### src/rtl/dls_pkg.sv
// shared types and constants for the level-to-sample ring converter
// used by dls_front, dls_cmd_queue, dls_back and dac_level_to_sample_ring
`default_nettype none

package dls_pkg;

    // ring geometry
    localparam int RING_DEPTH = 16384;
    localparam int IDX_W      = $clog2(RING_DEPTH);

    // fill count saturation
    localparam int          PEND_W      = 16;
    localparam logic [15:0] PENDING_MAX = 16'hffff;

    // samples per tick = 1000 / 22050, reduced by their common factor of 50
    localparam int SCALE_NUM = 1000 / 50;
    localparam int SCALE_DEN = 22050 / 50;

    // smallest elapsed count that already yields a full ring of samples
    localparam int ELAPSED_CAP = (RING_DEPTH * SCALE_DEN + SCALE_NUM - 1) / SCALE_NUM;
    localparam int ELAPSED_W   = $clog2(ELAPSED_CAP + 1);
    localparam int ACC_W       = $clog2(ELAPSED_CAP * SCALE_NUM + 1);

    // function codes of an input request
    localparam logic [1:0] FUNC_LEVEL   = 2'd0;
    localparam logic [1:0] FUNC_SPEAKER = 2'd1;
    localparam logic [1:0] FUNC_PULL    = 2'd2;

    typedef enum logic {
        CMD_LEVEL = 1'b0,
        CMD_PULL  = 1'b1
    } cmd_kind_t;

    // work handed from the front to the back
    typedef struct packed {
        cmd_kind_t              kind;
        logic [15:0]            word;
        logic [ELAPSED_W-1:0]   elapsed;
    } cmd_t;

    typedef struct packed {
        logic clearing;
    } back_status_t;

endpackage

`default_nettype wire

### src/rtl/dls_cmd_queue.sv
// two-entry queue of commands between the front and the back
// depends on dls_pkg
`default_nettype none

module dls_cmd_queue (
    input  wire logic           clk,
    input  wire logic           rst_n,
    input  wire logic           push_valid,
    input  wire dls_pkg::cmd_t  push_cmd,
    output logic                full,
    output logic                pop_valid,
    output dls_pkg::cmd_t       pop_cmd,
    input  wire logic           pop
);

    dls_pkg::cmd_t entry_reg [2];
    logic       head_reg;
    logic       head_next;
    logic       tail_reg;
    logic       tail_next;
    logic [1:0] count_reg;
    logic [1:0] count_next;
    logic       do_push;
    logic       do_pop;

    assign full      = count_reg == 2'd2;
    assign pop_valid = count_reg != 2'd0;
    assign pop_cmd   = entry_reg[head_reg];
    assign do_push   = push_valid & ~full;
    assign do_pop    = pop & pop_valid;

    always_comb
    begin
        head_next  = do_pop  ? ~head_reg : head_reg;
        tail_next  = do_push ? ~tail_reg : tail_reg;
        count_next = count_reg + 2'(do_push) - 2'(do_pop);
    end

    always_ff @(posedge clk or negedge rst_n)
    begin
        if (!rst_n) begin
            head_reg  <= 1'b0;
            tail_reg  <= 1'b0;
            count_reg <= '0;
        end else begin
            head_reg  <= head_next;
            tail_reg  <= tail_next;
            count_reg <= count_next;
        end
    end

    always_ff @(posedge clk)
    begin
        if (do_push) begin
            entry_reg[tail_reg] <= push_cmd;
        end
    end

endmodule

`default_nettype wire

### config.mk
export PLATFORM = sky130hd
export DESIGN_NAME = dls_cmd_queue
export DESIGN_NICKNAME = d
export VERILOG_FILES = /design/src/rtl/dls_pkg.sv /design/src/rtl/dls_cmd_queue.sv
export SDC_FILE = /design/constraint.sdc
export NUM_CORES = 1
export LEC_CHECK = 0
export BUFFER_PORTS_ARGS = -buffer_cell sky130_fd_sc_hd__buf_4
export CORE_MARGIN = 8
export CORE_UTILIZATION = 50
export DETAILED_ROUTE_END_ITERATION = 8
export PLACE_DENSITY = 0.75
export SLEW_MARGIN = 20
export SYNTH_ARGS = -nofsm -noshare
export SYNTH_HDL_FRONTEND = slang
export SYNTH_SLANG_ARGS = --single-unit
### constraint.sdc
create_clock -name clk -period 3.75 [get_ports clk]
set_input_delay 0.9375 -clock clk [delete_from_list [all_inputs] [get_ports clk]]
set_output_delay 0.9375 -clock clk [all_outputs]
set_load 0.005 [all_outputs]
==> run metrics <==
fillers=429; setup TNS=0 ns; startpoint types=flip-flop; GPL Wtd Cong=0.659; slew margin rel.=0.432; grt ovf=0; Worst-Margin Slew=0.852 ns; max reg flops=72; final period demand of the worst path=2.75 ns; Storage cell area=0.00226 mm²; Final Max Tran Viols=0; FF-to-FF path depth=7; r2r startpoint=count_reg[1]; Post-Route WL=5140 µm; unrepaired setup endpoints after global routing=false; die extent in y=92.5 µm; crit path max fanout=19; CTS Hold Buffers Added=0; Post-DP HPWL=3670 µm; r2r setup slk=1.99 ns; num ports=78; post-synthesis sequential area ratio=0.774; antenna-violating nets left=0; layout cell share with drive strength beyond 1=0.600; final setup fails=0; drt first-iter violations=40; Core Rows=28; critical path type=flip-flop to output pin; antenna cells=0; post-cts sizing count=0; Max Fclk=0.364 GHz; Mean Syn Cell Area=22.5 µm²; vias per inst=4.92; Vias=1450; NumNets Final=259; Leak=1.51 nW; Crit path arrival time=1.81 ns; Non-Filler Instances=295; 1st-pass router iterations=6; GRT Overall Usage=0.127; Worst Hold Class=primary input to async pin; count of maximum capacitance violations=0; multi-input combinational cell area=618 µm²; Syn. warnings=0; Layout area overhead=28.2%; Net Count, Synth=172; status=finished clean; Hold Vio Cnt, Final=0; CTS Buf Count=9; Pwr per Cell Area=721 mW/mm²; Crit. End Element=output pin; CTS Sinks=76; total power=0.00270 W; first-pass GRT wire length=8270 µm; clk_lat worst skew=0.33 ns; # DRC=0; Yosys reg bits=76; required time of the worst setup path=2.81 ns; Tcrit/Tclk final=0.733; final setup margin=1.00 ns; I/O Buffers=77; final core occ=0.649; Setup Buffers After CTS=0; pin count of the biggest net entering global routing=37; Die W=92.5 µm; CTS max path bufs=2; Core ar.=0.00578 mm²; Worst Skew=0.00372 ns; crit path from=head_reg; Critical R2R Capture=count_reg[1]; Starting Density=0.506; Cell Area, Synth=0.00292 mm²; vias in the first global route=1700; clock slew at reported path FFs=0.07 ns; routed len/inst=17.4 µm; die area=0.00855 mm²; Gate Count Post-Synth=130; initial antenna violation count=0; CTS tree=done; Netlist cell types=15; root buf cell=clkbuf_8; Max VDD drop=536 µV; H-Tree Depth=3; Place WS=1.33 ns; placed insts=280
## worst max-delay path, cell delays in order (launching register included)
cell and delay, ns:
dfrtp_2 0.69, buf_4 0.33, mux2_4 0.32, buf_4 0.14
## per-stage QoR
step                hold slack [ns]  instance area, µm²
floorplan                     0.460                2920
global placement              0.493                3580
detailed placement            0.527                3580
CTS                           0.383                3720
global route                  0.377                3750
finish                        0.394                3750
## per-layer routing
metal,GRT usage,vias to the layer above,wire (µm)
met5,0,-,0
met4,0.0604,0,47
met3,0.0388,7,307
met2,0.238,44,2900
met1,0.123,726,1890
li1,-,673,-
## cell usage after synthesis
cell type  number  area share
and2_4          1      0.0030
and3_1          1      0.0021
buf_6           4       0.015
dfrtp_1         4       0.034
edfxtp_1       72        0.74
ha_1            2      0.0086
inv_1           2      0.0026
mux2_2          7       0.027
mux2_4         29        0.15
nand2_1         1      0.0013
nand2b_1        1      0.0021
nor2_1          1      0.0013
or2_1           1      0.0021
xnor2_1         3      0.0090
xor2_1          1      0.0030
## where the power goes
part	internal (W)	switching, W
Sequential	0.00117	0.000104
Combinational	0.000584	0.000365
Clock	0.000227	0.000256
## cell type report
cell class | count | area share
Clock buffer | 10 | 0.0340
Clock inverter | 4 | 0.00501
Inverter | 2 | 0.00200
Multi-Input combinational cell | 48 | 0.165
Sequential cell | 76 | 0.604
Tap cell | 75 | 0.0250
Timing Repair Buffer | 80 | 0.165
## cells by family after synthesis
logic type                 after synthesis  synth area share
DFF                                     76             0.774
muxes                                   36             0.176
buffers and inverters                    6            0.0180
and+or+nand+nor                          6            0.0120
xor gates and xnor gates                 4            0.0120
adders and majority gates                2           0.00856
## worst max-delay path by stage
stage / end / slack [ns]
after floorplan: entry_reg[0][0] / 0.77
after global placement: pop_cmd[17] / 1.35
after detailed placement: pop_cmd[12] / 1.33
after CTS: pop_cmd[12] / 0.97
after global routing: pop_cmd[13] / 0.91
final: pop_cmd[17] / 1.00
## cells in the final DEF, fill, tap and decap left out
| cell type | netlist | layout |
|---|---|---|
| buf_16 | 0 | 1 |
| mux2_2 | 7 | 7 |
| xor2_1 | 1 | 1 |
| edfxtp_1 | 72 | 72 |
| inv_1 | 2 | 2 |
| buf_4 | 0 | 79 |
| nand2_1 | 1 | 1 |
| or2_1 | 1 | 1 |
| clkbuf_1 | 0 | 1 |
| clkbuf_8 | 0 | 9 |
| mux2_4 | 29 | 29 |
| dfrtp_2 | 0 | 1 |
| clkinv_2 | 0 | 3 |
| xnor2_1 | 3 | 3 |
| clkinv_1 | 0 | 1 |
| nand2b_1 | 1 | 1 |
| dfrtp_1 | 4 | 3 |
| and2_4 | 1 | 1 |
| and3_2 | 0 | 1 |
| nor2_4 | 0 | 1 |
| ha_1 | 2 | 2 |
(Power assumes the default switching activity.)
