`config.mk`:
```
export PLATFORM = sky130hd
export DESIGN_NAME = dls_front
export DESIGN_NICKNAME = d
export VERILOG_FILES = /design/src/rtl/dls_pkg.sv /design/src/rtl/dls_front.sv
export SDC_FILE = /design/constraint.sdc
export NUM_CORES = 1
export LEC_CHECK = 0
export CAP_MARGIN = 10
export CORE_MARGIN = 2
export CORE_UTILIZATION = 65
export CTS_CLUSTER_SIZE = 8
export DETAILED_ROUTE_END_ITERATION = 8
export DONT_BUFFER_PORTS = 1
export GPL_TIMING_DRIVEN = 0
export PLACE_DENSITY_LB_ADDON = 0.2
export SLEW_MARGIN = 10
export SYNTH_ARGS = -nofsm -noshare
export SYNTH_HDL_FRONTEND = slang
export SYNTH_SLANG_ARGS = --single-unit
```
`constraint.sdc`:
```
create_clock -name clk -period 3.9 [get_ports clk]
set_clock_uncertainty 0.05 [all_clocks]
set_input_delay 0 -clock clk [delete_from_list [all_inputs] [get_ports clk]]
set_output_delay 0 -clock clk [all_outputs]
set_load 0.005 [all_outputs]
```
`src/rtl/dls_pkg.sv`:
```
// shared types and constants for the level-to-sample ring converter
// used by dls_front, dls_cmd_queue, dls_back and dac_level_to_sample_ring
`default_nettype none

package dls_pkg;

    // ring geometry
    localparam int RING_DEPTH = 16384;
    localparam int IDX_W      = $clog2(RING_DEPTH);

    // fill count saturation
    localparam int          PEND_W      = 16;
    localparam logic [15:0] PENDING_MAX = 16'hffff;

    // samples per tick = 1000 / 22050, reduced by their common factor of 50
    localparam int SCALE_NUM = 1000 / 50;
    localparam int SCALE_DEN = 22050 / 50;

    // smallest elapsed count that already yields a full ring of samples
    localparam int ELAPSED_CAP = (RING_DEPTH * SCALE_DEN + SCALE_NUM - 1) / SCALE_NUM;
    localparam int ELAPSED_W   = $clog2(ELAPSED_CAP + 1);
    localparam int ACC_W       = $clog2(ELAPSED_CAP * SCALE_NUM + 1);

    // function codes of an input request
    localparam logic [1:0] FUNC_LEVEL   = 2'd0;
    localparam logic [1:0] FUNC_SPEAKER = 2'd1;
    localparam logic [1:0] FUNC_PULL    = 2'd2;

    typedef enum logic {
        CMD_LEVEL = 1'b0,
        CMD_PULL  = 1'b1
    } cmd_kind_t;

    // work handed from the front to the back
    typedef struct packed {
        cmd_kind_t              kind;
        logic [15:0]            word;
        logic [ELAPSED_W-1:0]   elapsed;
    } cmd_t;

    typedef struct packed {
        logic clearing;
    } back_status_t;

endpackage

`default_nettype wire

```
`src/rtl/dls_front.sv`:
```
// front end: accepts requests, classifies them and tracks the last level and tick
// depends on dls_pkg
`default_nettype none

module dls_front (
    input  wire logic                   clk,
    input  wire logic                   rst_n,
    input  wire logic                   in_valid,
    output logic                        in_stall,
    input  wire logic [1:0]             func,
    input  wire logic [7:0]             level,
    input  wire logic [31:0]            tick_stamp,
    input  wire dls_pkg::back_status_t  status,
    input  wire logic                   q_full,
    output logic                        push_valid,
    output dls_pkg::cmd_t               push_cmd
);

    logic [31:0] last_tick_reg;
    logic [31:0] last_tick_next;
    logic [7:0]  last_level_reg;
    logic [7:0]  last_level_next;
    logic        accept;
    logic [31:0] diff;
    logic        diff_pos;
    logic [7:0]  new_level;
    logic [dls_pkg::ELAPSED_W-1:0] elapsed;

    assign in_stall = q_full | status.clearing;
    assign accept   = in_valid & ~in_stall;

    assign diff     = tick_stamp - last_tick_reg;
    assign diff_pos = (diff != 32'd0) & ~diff[31];
    assign new_level = (func == dls_pkg::FUNC_SPEAKER) ? {8{level != 8'd0}} : level;

    always_comb
    begin
        if (!diff_pos) begin
            elapsed = '0;
        end else if (diff >= 32'(dls_pkg::ELAPSED_CAP)) begin
            elapsed = dls_pkg::ELAPSED_W'(dls_pkg::ELAPSED_CAP);
        end else begin
            elapsed = diff[dls_pkg::ELAPSED_W-1:0];
        end
    end

    always_comb
    begin
        push_valid       = 1'b0;
        push_cmd.kind    = dls_pkg::CMD_LEVEL;
        // previous level as a signed sample: shift up, flip the top bit
        push_cmd.word    = {~last_level_reg[7], last_level_reg[6:0], 8'h00};
        push_cmd.elapsed = elapsed;
        last_tick_next   = last_tick_reg;
        last_level_next  = last_level_reg;
        if (accept) begin
            case (func)
                dls_pkg::FUNC_LEVEL, dls_pkg::FUNC_SPEAKER:
                begin
                    push_valid      = 1'b1;
                    last_tick_next  = tick_stamp;
                    last_level_next = new_level;
                end
                dls_pkg::FUNC_PULL:
                begin
                    push_valid    = 1'b1;
                    push_cmd.kind = dls_pkg::CMD_PULL;
                end
                default:
                begin
                    push_valid = 1'b0;
                end
            endcase
        end
    end

    always_ff @(posedge clk or negedge rst_n)
    begin
        if (!rst_n) begin
            last_tick_reg  <= '0;
            last_level_reg <= '0;
        end else begin
            last_tick_reg  <= last_tick_next;
            last_level_reg <= last_level_next;
        end
    end

endmodule

`default_nettype wire

```
==> results of run 1 <==
power breakdown:
group	internal (µW)	leakage (µW)	switching, µW	total (µW)
Combinational	609	0.00158	1010	1620
Clock	144	0.0000434	169	313
Sequential	500	0.000477	40.0	540
what timing repair did:
action	in CTS	in global routing
gates resized for setup	16	41
buffers inserted	1	10
hold buffers	43	0
gates cloned	0	1
endpoints found under the setup margin	17	18
pin swaps	3	10
hold endpoints to repair	81	0
cell type report:
type,count,area (µm²)
Buffer,33,211
Fill cell,345,972
Clock buffer,6,82.6
Multi-Input combinational cell,427,2880
Timing Repair Buffer,55,534
Tap cell,75,93.8
Sequential cell,40,1000
Inverter,44,165
Clock inverter,2,15.0
cell families after synthesis:
group,after synthesis,synth area share
compound gates,189,0.289
simple gates,173,0.213
buf+inv,80,0.0914
flops,40,0.248
fa+ha+maj,32,0.101
xor+xnor,20,0.0434
mux,5,0.0130
other cells,1,0.000928
path summary, 6_finish.rpt:
check | startpoint | endpoint
worst max register to register | last_tick_reg[24]$_DFFE_PN0P_ | last_tick_reg[24]$_DFFE_PN0P_
worst min register to register | last_level_reg[6]$_DFFE_PN0P_ | last_level_reg[6]$_DFFE_PN0P_
worst max-delay path | last_tick_reg[4]$_DFFE_PN0P_ | push_cmd[11]
worst min-delay path | func[0] | push_valid
max in group asynchronous | rst_n | last_tick_reg[19]$_DFFE_PN0P_
min in group asynchronous | rst_n | last_tick_reg[3]$_DFFE_PN0P_
worst reg2reg max path, delay by kind of cell, from the launching register on:
kind | cells | cell delay, ns
buf+inv | 1 | 0.06
compound gates | 1 | 0.27
flops | 1 | 0.36
metal layers:
layer | GRT usage | vias to the layer above
met1 | 0.514 | 2140
li1 | - | 2056
met3 | 0.0905 | 66
met5 | 0 | -
met4 | 0.131 | 0
met2 | 0.630 | 357
placed cells by master, fill, tap and decap left out, types with 4 or more instances in the layout:
master,Yosys,layout
sky130_fd_sc_hd__a21o_1,9,9
sky130_fd_sc_hd__a21oi_1,58,56
sky130_fd_sc_hd__a31oi_1,8,8
sky130_fd_sc_hd__and3_1,6,6
sky130_fd_sc_hd__buf_2,4,4
sky130_fd_sc_hd__buf_4,15,27
sky130_fd_sc_hd__buf_6,1,4
sky130_fd_sc_hd__clkbuf_1,14,8
sky130_fd_sc_hd__clkbuf_8,0,6
sky130_fd_sc_hd__conb_1,1,8
sky130_fd_sc_hd__dfrtp_1,40,40
sky130_fd_sc_hd__dlygate4sd3_1,0,42
sky130_fd_sc_hd__ha_1,31,30
sky130_fd_sc_hd__inv_1,43,42
sky130_fd_sc_hd__nand2_1,63,63
sky130_fd_sc_hd__nand2b_1,8,8
sky130_fd_sc_hd__nand4_1,10,10
sky130_fd_sc_hd__nor2_1,39,39
sky130_fd_sc_hd__nor2b_1,4,4
sky130_fd_sc_hd__nor3_1,12,10
sky130_fd_sc_hd__nor3b_1,7,4
sky130_fd_sc_hd__nor4_1,6,5
sky130_fd_sc_hd__o211ai_1,8,8
sky130_fd_sc_hd__o21a_1,5,5
sky130_fd_sc_hd__o21ai_0,59,53
sky130_fd_sc_hd__o21ai_1,1,6
sky130_fd_sc_hd__xnor2_1,9,8
sky130_fd_sc_hd__xor2_1,11,10
synthesized netlist by cell type, types with 10 or more instances:
cell	n	area share
sky130_fd_sc_hd__nand2_1	63	0.059
sky130_fd_sc_hd__o21ai_0	59	0.073
sky130_fd_sc_hd__a21oi_1	58	0.072
sky130_fd_sc_hd__inv_1	43	0.040
sky130_fd_sc_hd__dfrtp_1	40	0.25
sky130_fd_sc_hd__nor2_1	39	0.036
sky130_fd_sc_hd__ha_1	31	0.096
sky130_fd_sc_hd__buf_4	15	0.028
sky130_fd_sc_hd__clkbuf_1	14	0.013
sky130_fd_sc_hd__nor3_1	12	0.015
sky130_fd_sc_hd__xor2_1	11	0.024
sky130_fd_sc_hd__nand4_1	10	0.015
through the flow:
| stage | utilization | hold WS (ns) | instance area, µm² |
|---|---|---|---|
| 5_1_grt | 0.837 | 0.0109 | 4980 |
| 4_1_cts | 0.799 | 0.00527 | 4760 |
| 3_3_place_gp | 0.699 | -0.345 | 4160 |
| 2_1_floorplan | - | -0.346 | 4070 |
| 3_5_place_dp | 0.699 | -0.345 | 4160 |
| 6_report | 0.837 | 0.00569 | 4980 |
==> run_summary.xml, run 1 <==
<?xml version="1.0" encoding="UTF-8"?>
<metrics>
  <group name="place">
    <metric name="placement.io_buffers" unit="">0</metric>
    <metric name="place.detailed.instances" unit="">622</metric>
    <metric name="dp_hpwl" unit="µm">8910</metric>
    <metric name="post-place-ws" unit="ns">-0.114</metric>
    <metric name="place.gp.congestion" unit="">0.945</metric>
  </group>
  <group name="die">
    <metric name="floorplan.core_area" unit="mm²">0.00596</metric>
    <metric name="initial_core_util" unit="">0.678</metric>
    <metric name="die_x" unit="µm">82.8</metric>
    <metric name="core_rows" unit="">28</metric>
    <metric name="die_area" unit="mm²">0.00686</metric>
    <metric name="top_level_ports" unit="">85</metric>
    <metric name="die_h" unit="µm">82.8</metric>
  </group>
  <group name="synth">
    <metric name="ys_async_sr_fraction" unit="">1.00</metric>
    <metric name="number_of_enable_flip_flop_cells_after_synthesis" unit="">0</metric>
    <metric name="ys_warn_count" unit="">0</metric>
    <metric name="library_cells_used_by_synthesis" unit="">62</metric>
    <metric name="cells_after_synth" unit="">540</metric>
    <metric name="ys.flop_type" unit="">sky130_fd_sc_hd__dfrtp_1</metric>
    <metric name="synthesis.area_per_instance" unit="µm²">7.48</metric>
    <metric name="synth-seq-area-share" unit="">0.248</metric>
    <metric name="cell_area_after_synthesis" unit="mm²">0.00404</metric>
    <metric name="synth.ff_latch_count" unit="">40</metric>
  </group>
  <group name="detailed_routing">
    <metric name="vias" unit="">4619</metric>
    <metric name="detail_route.wl_per_cell" unit="µm">20.6</metric>
    <metric name="detail_route.drc_violations" unit="">0</metric>
    <metric name="totalWireLength" unit="µm">14000</metric>
    <metric name="drt_iter0_drc" unit="">477</metric>
    <metric name="met2_length" unit="µm">6580</metric>
    <metric name="dr_pass1_iterations" unit="">5</metric>
    <metric name="wl_met1" unit="µm">5560</metric>
    <metric name="met3WireLength" unit="µm">1430</metric>
    <metric name="top_layer_used" unit="">met4</metric>
    <metric name="final_antenna_net_count" unit="">0</metric>
    <metric name="via_per_inst" unit="">6.77</metric>
  </group>
  <group name="critical_path">
    <metric name="timing.critical_path.required" unit="ns">3.85</metric>
    <metric name="path_depth" unit="">12</metric>
    <metric name="cp_cell_sequence" unit="">inv_1 &gt; ha_1 &gt; a21o_1 &gt; nor2_1 &gt; a21oi_1 &gt; a2111oi_1 &gt; nor3_1 &gt; nor3b_2 &gt; nand3_2 &gt; or4b_4 &gt; buf_6 &gt; nor4_4</metric>
    <metric name="cp_top_family" unit="">simple AND/OR/NAND/NOR gates</metric>
    <metric name="timing.critical_path.from_type" unit="">flop</metric>
    <metric name="critPathBufInv" unit="">2</metric>
    <metric name="worst-r2r-cell-count" unit="">2</metric>
    <metric name="critPathArrivalTime" unit="ns">3.86</metric>
    <metric name="crit_path_end_kind" unit="">output pin</metric>
    <metric name="critical_path_peak_fanout" unit="">7</metric>
    <metric name="r2r_slack" unit="ns">3.05</metric>
    <metric name="cp_max_stage_delay" unit="ns">0.62</metric>
    <metric name="cell_with_the_biggest_individual_delay_on_the_critical_path" unit="">sky130_fd_sc_hd__a2111oi_1</metric>
    <metric name="worstSetupPathType" unit="">reg -&gt; out</metric>
  </group>
  <group name="clocking">
    <metric name="tritoncts" unit="">yes</metric>
    <metric name="cts.reportedPaths.clkPinSlew" unit="ns">0.09</metric>
    <metric name="cts_root_buf" unit="">sky130_fd_sc_hd__clkbuf_8</metric>
    <metric name="cts-htree-levels" unit="">2</metric>
    <metric name="cts_inserted_buffers" unit="">5</metric>
    <metric name="cts.sink_count" unit="">40</metric>
    <metric name="max-clock-path-buffers" unit="">2</metric>
    <metric name="worst_skew_pair.late_latency" unit="ns">0.30</metric>
  </group>
  <group name="power">
    <metric name="power-per-cell-area" unit="mW/mm²">497</metric>
    <metric name="leakagePower" unit="µW">0.00210</metric>
    <metric name="finalPower" unit="µW">2480</metric>
    <metric name="max-vdd-ir-drop" unit="mV">0.380</metric>
  </group>
  <group name="run_status">
    <metric name="outcome" unit="">complete, but fails checks</metric>
    <metric name="failed_checks" unit="">negative setup slack</metric>
  </group>
  <group name="timing">
    <metric name="rsz0062_at_grt" unit="">yes</metric>
    <metric name="post-route-period-util" unit="">1.00</metric>
    <metric name="maxClockFrequency" unit="GHz">0.256</metric>
    <metric name="worst_slew_margin_rel" unit="">0.576</metric>
    <metric name="hold_viol_final" unit="">0</metric>
    <metric name="setup_viol" unit="">1</metric>
    <metric name="worst_slack" unit="ns">-0.00953</metric>
    <metric name="timing_max_transition_violations_final" unit="">0</metric>
    <metric name="tns" unit="ns">-0.00953</metric>
    <metric name="worstMarginPinSlew" unit="ns">0.635</metric>
    <metric name="finalWorstPathRequiredPeriod" unit="ns">3.91</metric>
  </group>
  <group name="global_route">
    <metric name="number_of_antenna_violations_at_the_first_check_in_global_routing" unit="">0</metric>
    <metric name="grt_first_pass_wirelength" unit="µm">21900</metric>
    <metric name="grt_remaining_overflow" unit="">0</metric>
    <metric name="grt_use_total" unit="">0.389</metric>
    <metric name="maximum_number_of_pins_on_one_net_before_global_route_repair" unit="">41</metric>
    <metric name="number_of_global_route_vias_before_repair" unit="">4459</metric>
  </group>
  <group name="worst_hold_path">
    <metric name="min_path_cells" unit="">1</metric>
    <metric name="worst_hold_path_type" unit="">in -&gt; out</metric>
  </group>
  <group name="cells_and_area">
    <metric name="layout-drive-gt1-share" unit="">0.132</metric>
    <metric name="syn2layout_area_growth" unit="%">23.4</metric>
    <metric name="final_nets" unit="">685</metric>
    <metric name="largest_register_ff_count" unit="">32</metric>
    <metric name="antenna-diode-count" unit="">0</metric>
    <metric name="final_cell_count_no_fill" unit="">682</metric>
  </group>
  <group name="flow_run">
    <metric name="maxCapViolations" unit="">0</metric>
  </group>
</metrics>
Note: power is estimated with default switching activity, not from simulation.
==> inputs of run 2 (changes only) <==
- PLACE_DENSITY: unset -> 0.81
- PLACE_DENSITY_LB_ADDON: 0.2 -> unset
- RECOVER_POWER: unset -> 50
==> run 2 against run 1 <==
Register-to-register slack barely moved. Power shrank 2.6%. The flow finishes with violations (max-capacitance violations, max-slew violations, negative setup slack). First-iteration DRC count fell by 2.7%. Fmax fell by 1.1%. Largest cell class unchanged. Routed wire length down 4.1%. Hold slack better by 0.0031 ns. Sequential cell count unchanged. Combinational power decreased by 4%.
==> run_summary.xml, run 2 (synthesis gave the netlist of run 1 again) <==
<?xml version="1.0" encoding="UTF-8"?>
<metrics>
  <group name="run_status">
    <metric name="outcome" unit="">complete, but fails checks</metric>
    <metric name="failed_checks" unit="">max-capacitance violations, max-slew violations, negative setup slack</metric>
  </group>
  <group name="power">
    <metric name="max-vdd-ir-drop" unit="mV">0.341</metric>
    <metric name="finalPower" unit="µW">2410</metric>
    <metric name="leakagePower" unit="µW">0.00208</metric>
    <metric name="power-per-cell-area" unit="mW/mm²">489</metric>
  </group>
  <group name="global_route">
    <metric name="maximum_number_of_pins_on_one_net_before_global_route_repair" unit="">41</metric>
    <metric name="grt_use_total" unit="">0.370</metric>
    <metric name="grt_remaining_overflow" unit="">0</metric>
    <metric name="grt_first_pass_wirelength" unit="µm">20900</metric>
    <metric name="number_of_global_route_vias_before_repair" unit="">4329</metric>
    <metric name="number_of_antenna_violations_at_the_first_check_in_global_routing" unit="">0</metric>
  </group>
  <group name="critical_path">
    <metric name="critPathArrivalTime" unit="ns">3.90</metric>
    <metric name="worstSetupPathType" unit="">reg -&gt; out</metric>
    <metric name="timing.critical_path.required" unit="ns">3.85</metric>
    <metric name="timing.critical_path.from_type" unit="">flop</metric>
    <metric name="critical_path_peak_fanout" unit="">9</metric>
    <metric name="crit_path_end_kind" unit="">output pin</metric>
  </group>
  <group name="clocking">
    <metric name="worst_skew_pair.late_latency" unit="ns">0.31</metric>
    <metric name="cts.sink_count" unit="">40</metric>
    <metric name="cts-htree-levels" unit="">2</metric>
    <metric name="tritoncts" unit="">yes</metric>
    <metric name="cts_inserted_buffers" unit="">5</metric>
    <metric name="cts_root_buf" unit="">sky130_fd_sc_hd__clkbuf_8</metric>
    <metric name="max-clock-path-buffers" unit="">2</metric>
    <metric name="cts.reportedPaths.clkPinSlew" unit="ns">0.09</metric>
  </group>
  <group name="die">
    <metric name="floorplan.core_area" unit="mm²">0.00596</metric>
    <metric name="die_area" unit="mm²">0.00686</metric>
    <metric name="core_rows" unit="">28</metric>
    <metric name="top_level_ports" unit="">85</metric>
    <metric name="initial_core_util" unit="">0.678</metric>
    <metric name="die_h" unit="µm">82.8</metric>
    <metric name="die_x" unit="µm">82.8</metric>
  </group>
  <group name="timing">
    <metric name="hold_viol_final" unit="">0</metric>
    <metric name="setup_viol" unit="">4</metric>
    <metric name="worstMarginPinSlew" unit="ns">2.24</metric>
    <metric name="rsz0062_at_grt" unit="">yes</metric>
    <metric name="post-route-period-util" unit="">1.01</metric>
    <metric name="maxClockFrequency" unit="GHz">0.253</metric>
    <metric name="worst_slew_margin_rel" unit="">-0.492</metric>
    <metric name="tns" unit="ns">-0.143</metric>
    <metric name="timing_max_transition_violations_final" unit="">41</metric>
    <metric name="worst_slack" unit="ns">-0.0546</metric>
    <metric name="finalWorstPathRequiredPeriod" unit="ns">3.95</metric>
    <metric name="final.hold.worst_slack" unit="ns">0.00882</metric>
  </group>
  <group name="place">
    <metric name="placement.io_buffers" unit="">0</metric>
    <metric name="dp_hpwl" unit="µm">8830</metric>
    <metric name="post-place-ws" unit="ns">-0.0402</metric>
    <metric name="place.gp.congestion" unit="">0.985</metric>
  </group>
  <group name="cells_and_area">
    <metric name="final_core_utilization" unit="">0.828</metric>
    <metric name="multi_input_area" unit="mm²">0.00288</metric>
    <metric name="layout_common_cells" unit="">63 x sky130_fd_sc_hd__nand2_1, 55 x sky130_fd_sc_hd__a21oi_1, 55 x sky130_fd_sc_hd__o21ai_0</metric>
    <metric name="final-seq-area" unit="mm²">0.00100</metric>
    <metric name="syn2layout_area_growth" unit="%">22.0</metric>
    <metric name="layout.filler_cells" unit="">378</metric>
    <metric name="largest_register_ff_count" unit="">32</metric>
    <metric name="antenna-diode-count" unit="">0</metric>
    <metric name="commonest_non_fill_non_tap_cell_in_the_layout" unit="">sky130_fd_sc_hd__nand2_1</metric>
    <metric name="layout-drive-gt1-share" unit="">0.119</metric>
    <metric name="final_nets" unit="">683</metric>
  </group>
  <group name="detailed_routing">
    <metric name="final_antenna_net_count" unit="">0</metric>
    <metric name="drt_iter0_drc" unit="">464</metric>
    <metric name="vias" unit="">4562</metric>
    <metric name="detail_route.drc_violations" unit="">0</metric>
    <metric name="dr_pass1_iterations" unit="">6</metric>
    <metric name="detail_route.wl_per_cell" unit="µm">19.8</metric>
    <metric name="via_per_inst" unit="">6.71</metric>
    <metric name="totalWireLength" unit="µm">13500</metric>
  </group>
  <group name="worst_hold_path">
    <metric name="worst_hold_path_type" unit="">in -&gt; out</metric>
  </group>
  <group name="flow_run">
    <metric name="maxCapViolations" unit="">1</metric>
  </group>
</metrics>
[run 2: cell types whose count changed in the layout (fill, tap and decap cells not counted), moves of 2 or more]
cell	delta
sky130_fd_sc_hd__buf_4	-9
sky130_fd_sc_hd__clkbuf_1	+4
sky130_fd_sc_hd__clkbuf_4	+4
sky130_fd_sc_hd__o21ai_1	-3
sky130_fd_sc_hd__buf_2	-2
sky130_fd_sc_hd__clkbuf_2	+2
sky130_fd_sc_hd__nor3b_2	-2
sky130_fd_sc_hd__o21ai_0	+2
[run 2: area by class of cell]
type                       instances  area share
multi-input combinational        427       0.584
tap                               75      0.0190
buffer                            35      0.0437
clock inverter                     3     0.00431
timing repair buffer              51      0.0990
sequential                        40       0.203
inverter                          44      0.0335
clock buffer                       5      0.0140
[run 2: through the flow]
step                      std cells  cell area [µm²]
final                           680             4930
after floorplan                 547             4070
after global routing            680             4930
after detailed placement        622             4160
after CTS                       673             4760
after global placement          622             4160
[run 2: layer usage]
layer,GRT usage,part of all wire
met4,0.151,0.033
met2,0.598,0.46
met3,0.0596,0.094
met1,0.494,0.41
met5,0,0
[run 2: path summary, 6_finish.rpt]
check                      depth (start not counted)                       endpoint  slack [ns]                     startpoint
setup / recovery                                  14                   push_cmd[13]       -0.05   last_tick_reg[0]$_DFFE_PN0P_
hold / removal                                     1                     push_valid       0.009                        func[0]
setup reg to reg                                   2  last_tick_reg[17]$_DFFE_PN0P_        3.05  last_tick_reg[17]$_DFFE_PN0P_
hold reg to reg                                    1   last_tick_reg[0]$_DFFE_PN0P_        0.48   last_tick_reg[0]$_DFFE_PN0P_
max in group asynchronous                          2  last_tick_reg[25]$_DFFE_PN0P_        1.66                          rst_n
min in group asynchronous                          2   last_tick_reg[4]$_DFFE_PN0P_        0.83                          rst_n
[run 2: where the power goes]
part / leakage (µW) / switching, µW / total (µW) / internal, µW
Clock: 0.0000445 / 185 / 312 / 128
Sequential: 0.000477 / 34.1 / 534 / 500
Combinational: 0.00155 / 989 / 1560 / 576
Total: 0.00208 / 1210 / 2410 / 1200
[run 2: what timing repair did]
action                                 CTS  global route
gates resized for setup                 16            35
setup endpoints to repair               18            18
buffers inserted                         1             6
endpoints found under the hold margin   81             0
pin swaps                                2            10
cloned                                   0             1
hold buffers                            43             0
[run 2: critical path, stage by stage, from the launching register on]
cell and delay, ns:
sky130_fd_sc_hd__dfrtp_1 0.36, sky130_fd_sc_hd__ha_2 0.19, sky130_fd_sc_hd__inv_1 0.05, sky130_fd_sc_hd__fa_2 0.35, sky130_fd_sc_hd__a21o_1 0.21, sky130_fd_sc_hd__a221o_1 0.32
sky130_fd_sc_hd__buf_6 0.15, sky130_fd_sc_hd__a21oi_4 0.16, sky130_fd_sc_hd__a21oi_2 0.10, sky130_fd_sc_hd__a211oi_2 0.27, sky130_fd_sc_hd__xnor2_1 0.13, sky130_fd_sc_hd__a211o_1 0.29
sky130_fd_sc_hd__or4b_4 0.57, sky130_fd_sc_hd__buf_6 0.16, sky130_fd_sc_hd__nor4_4 0.30
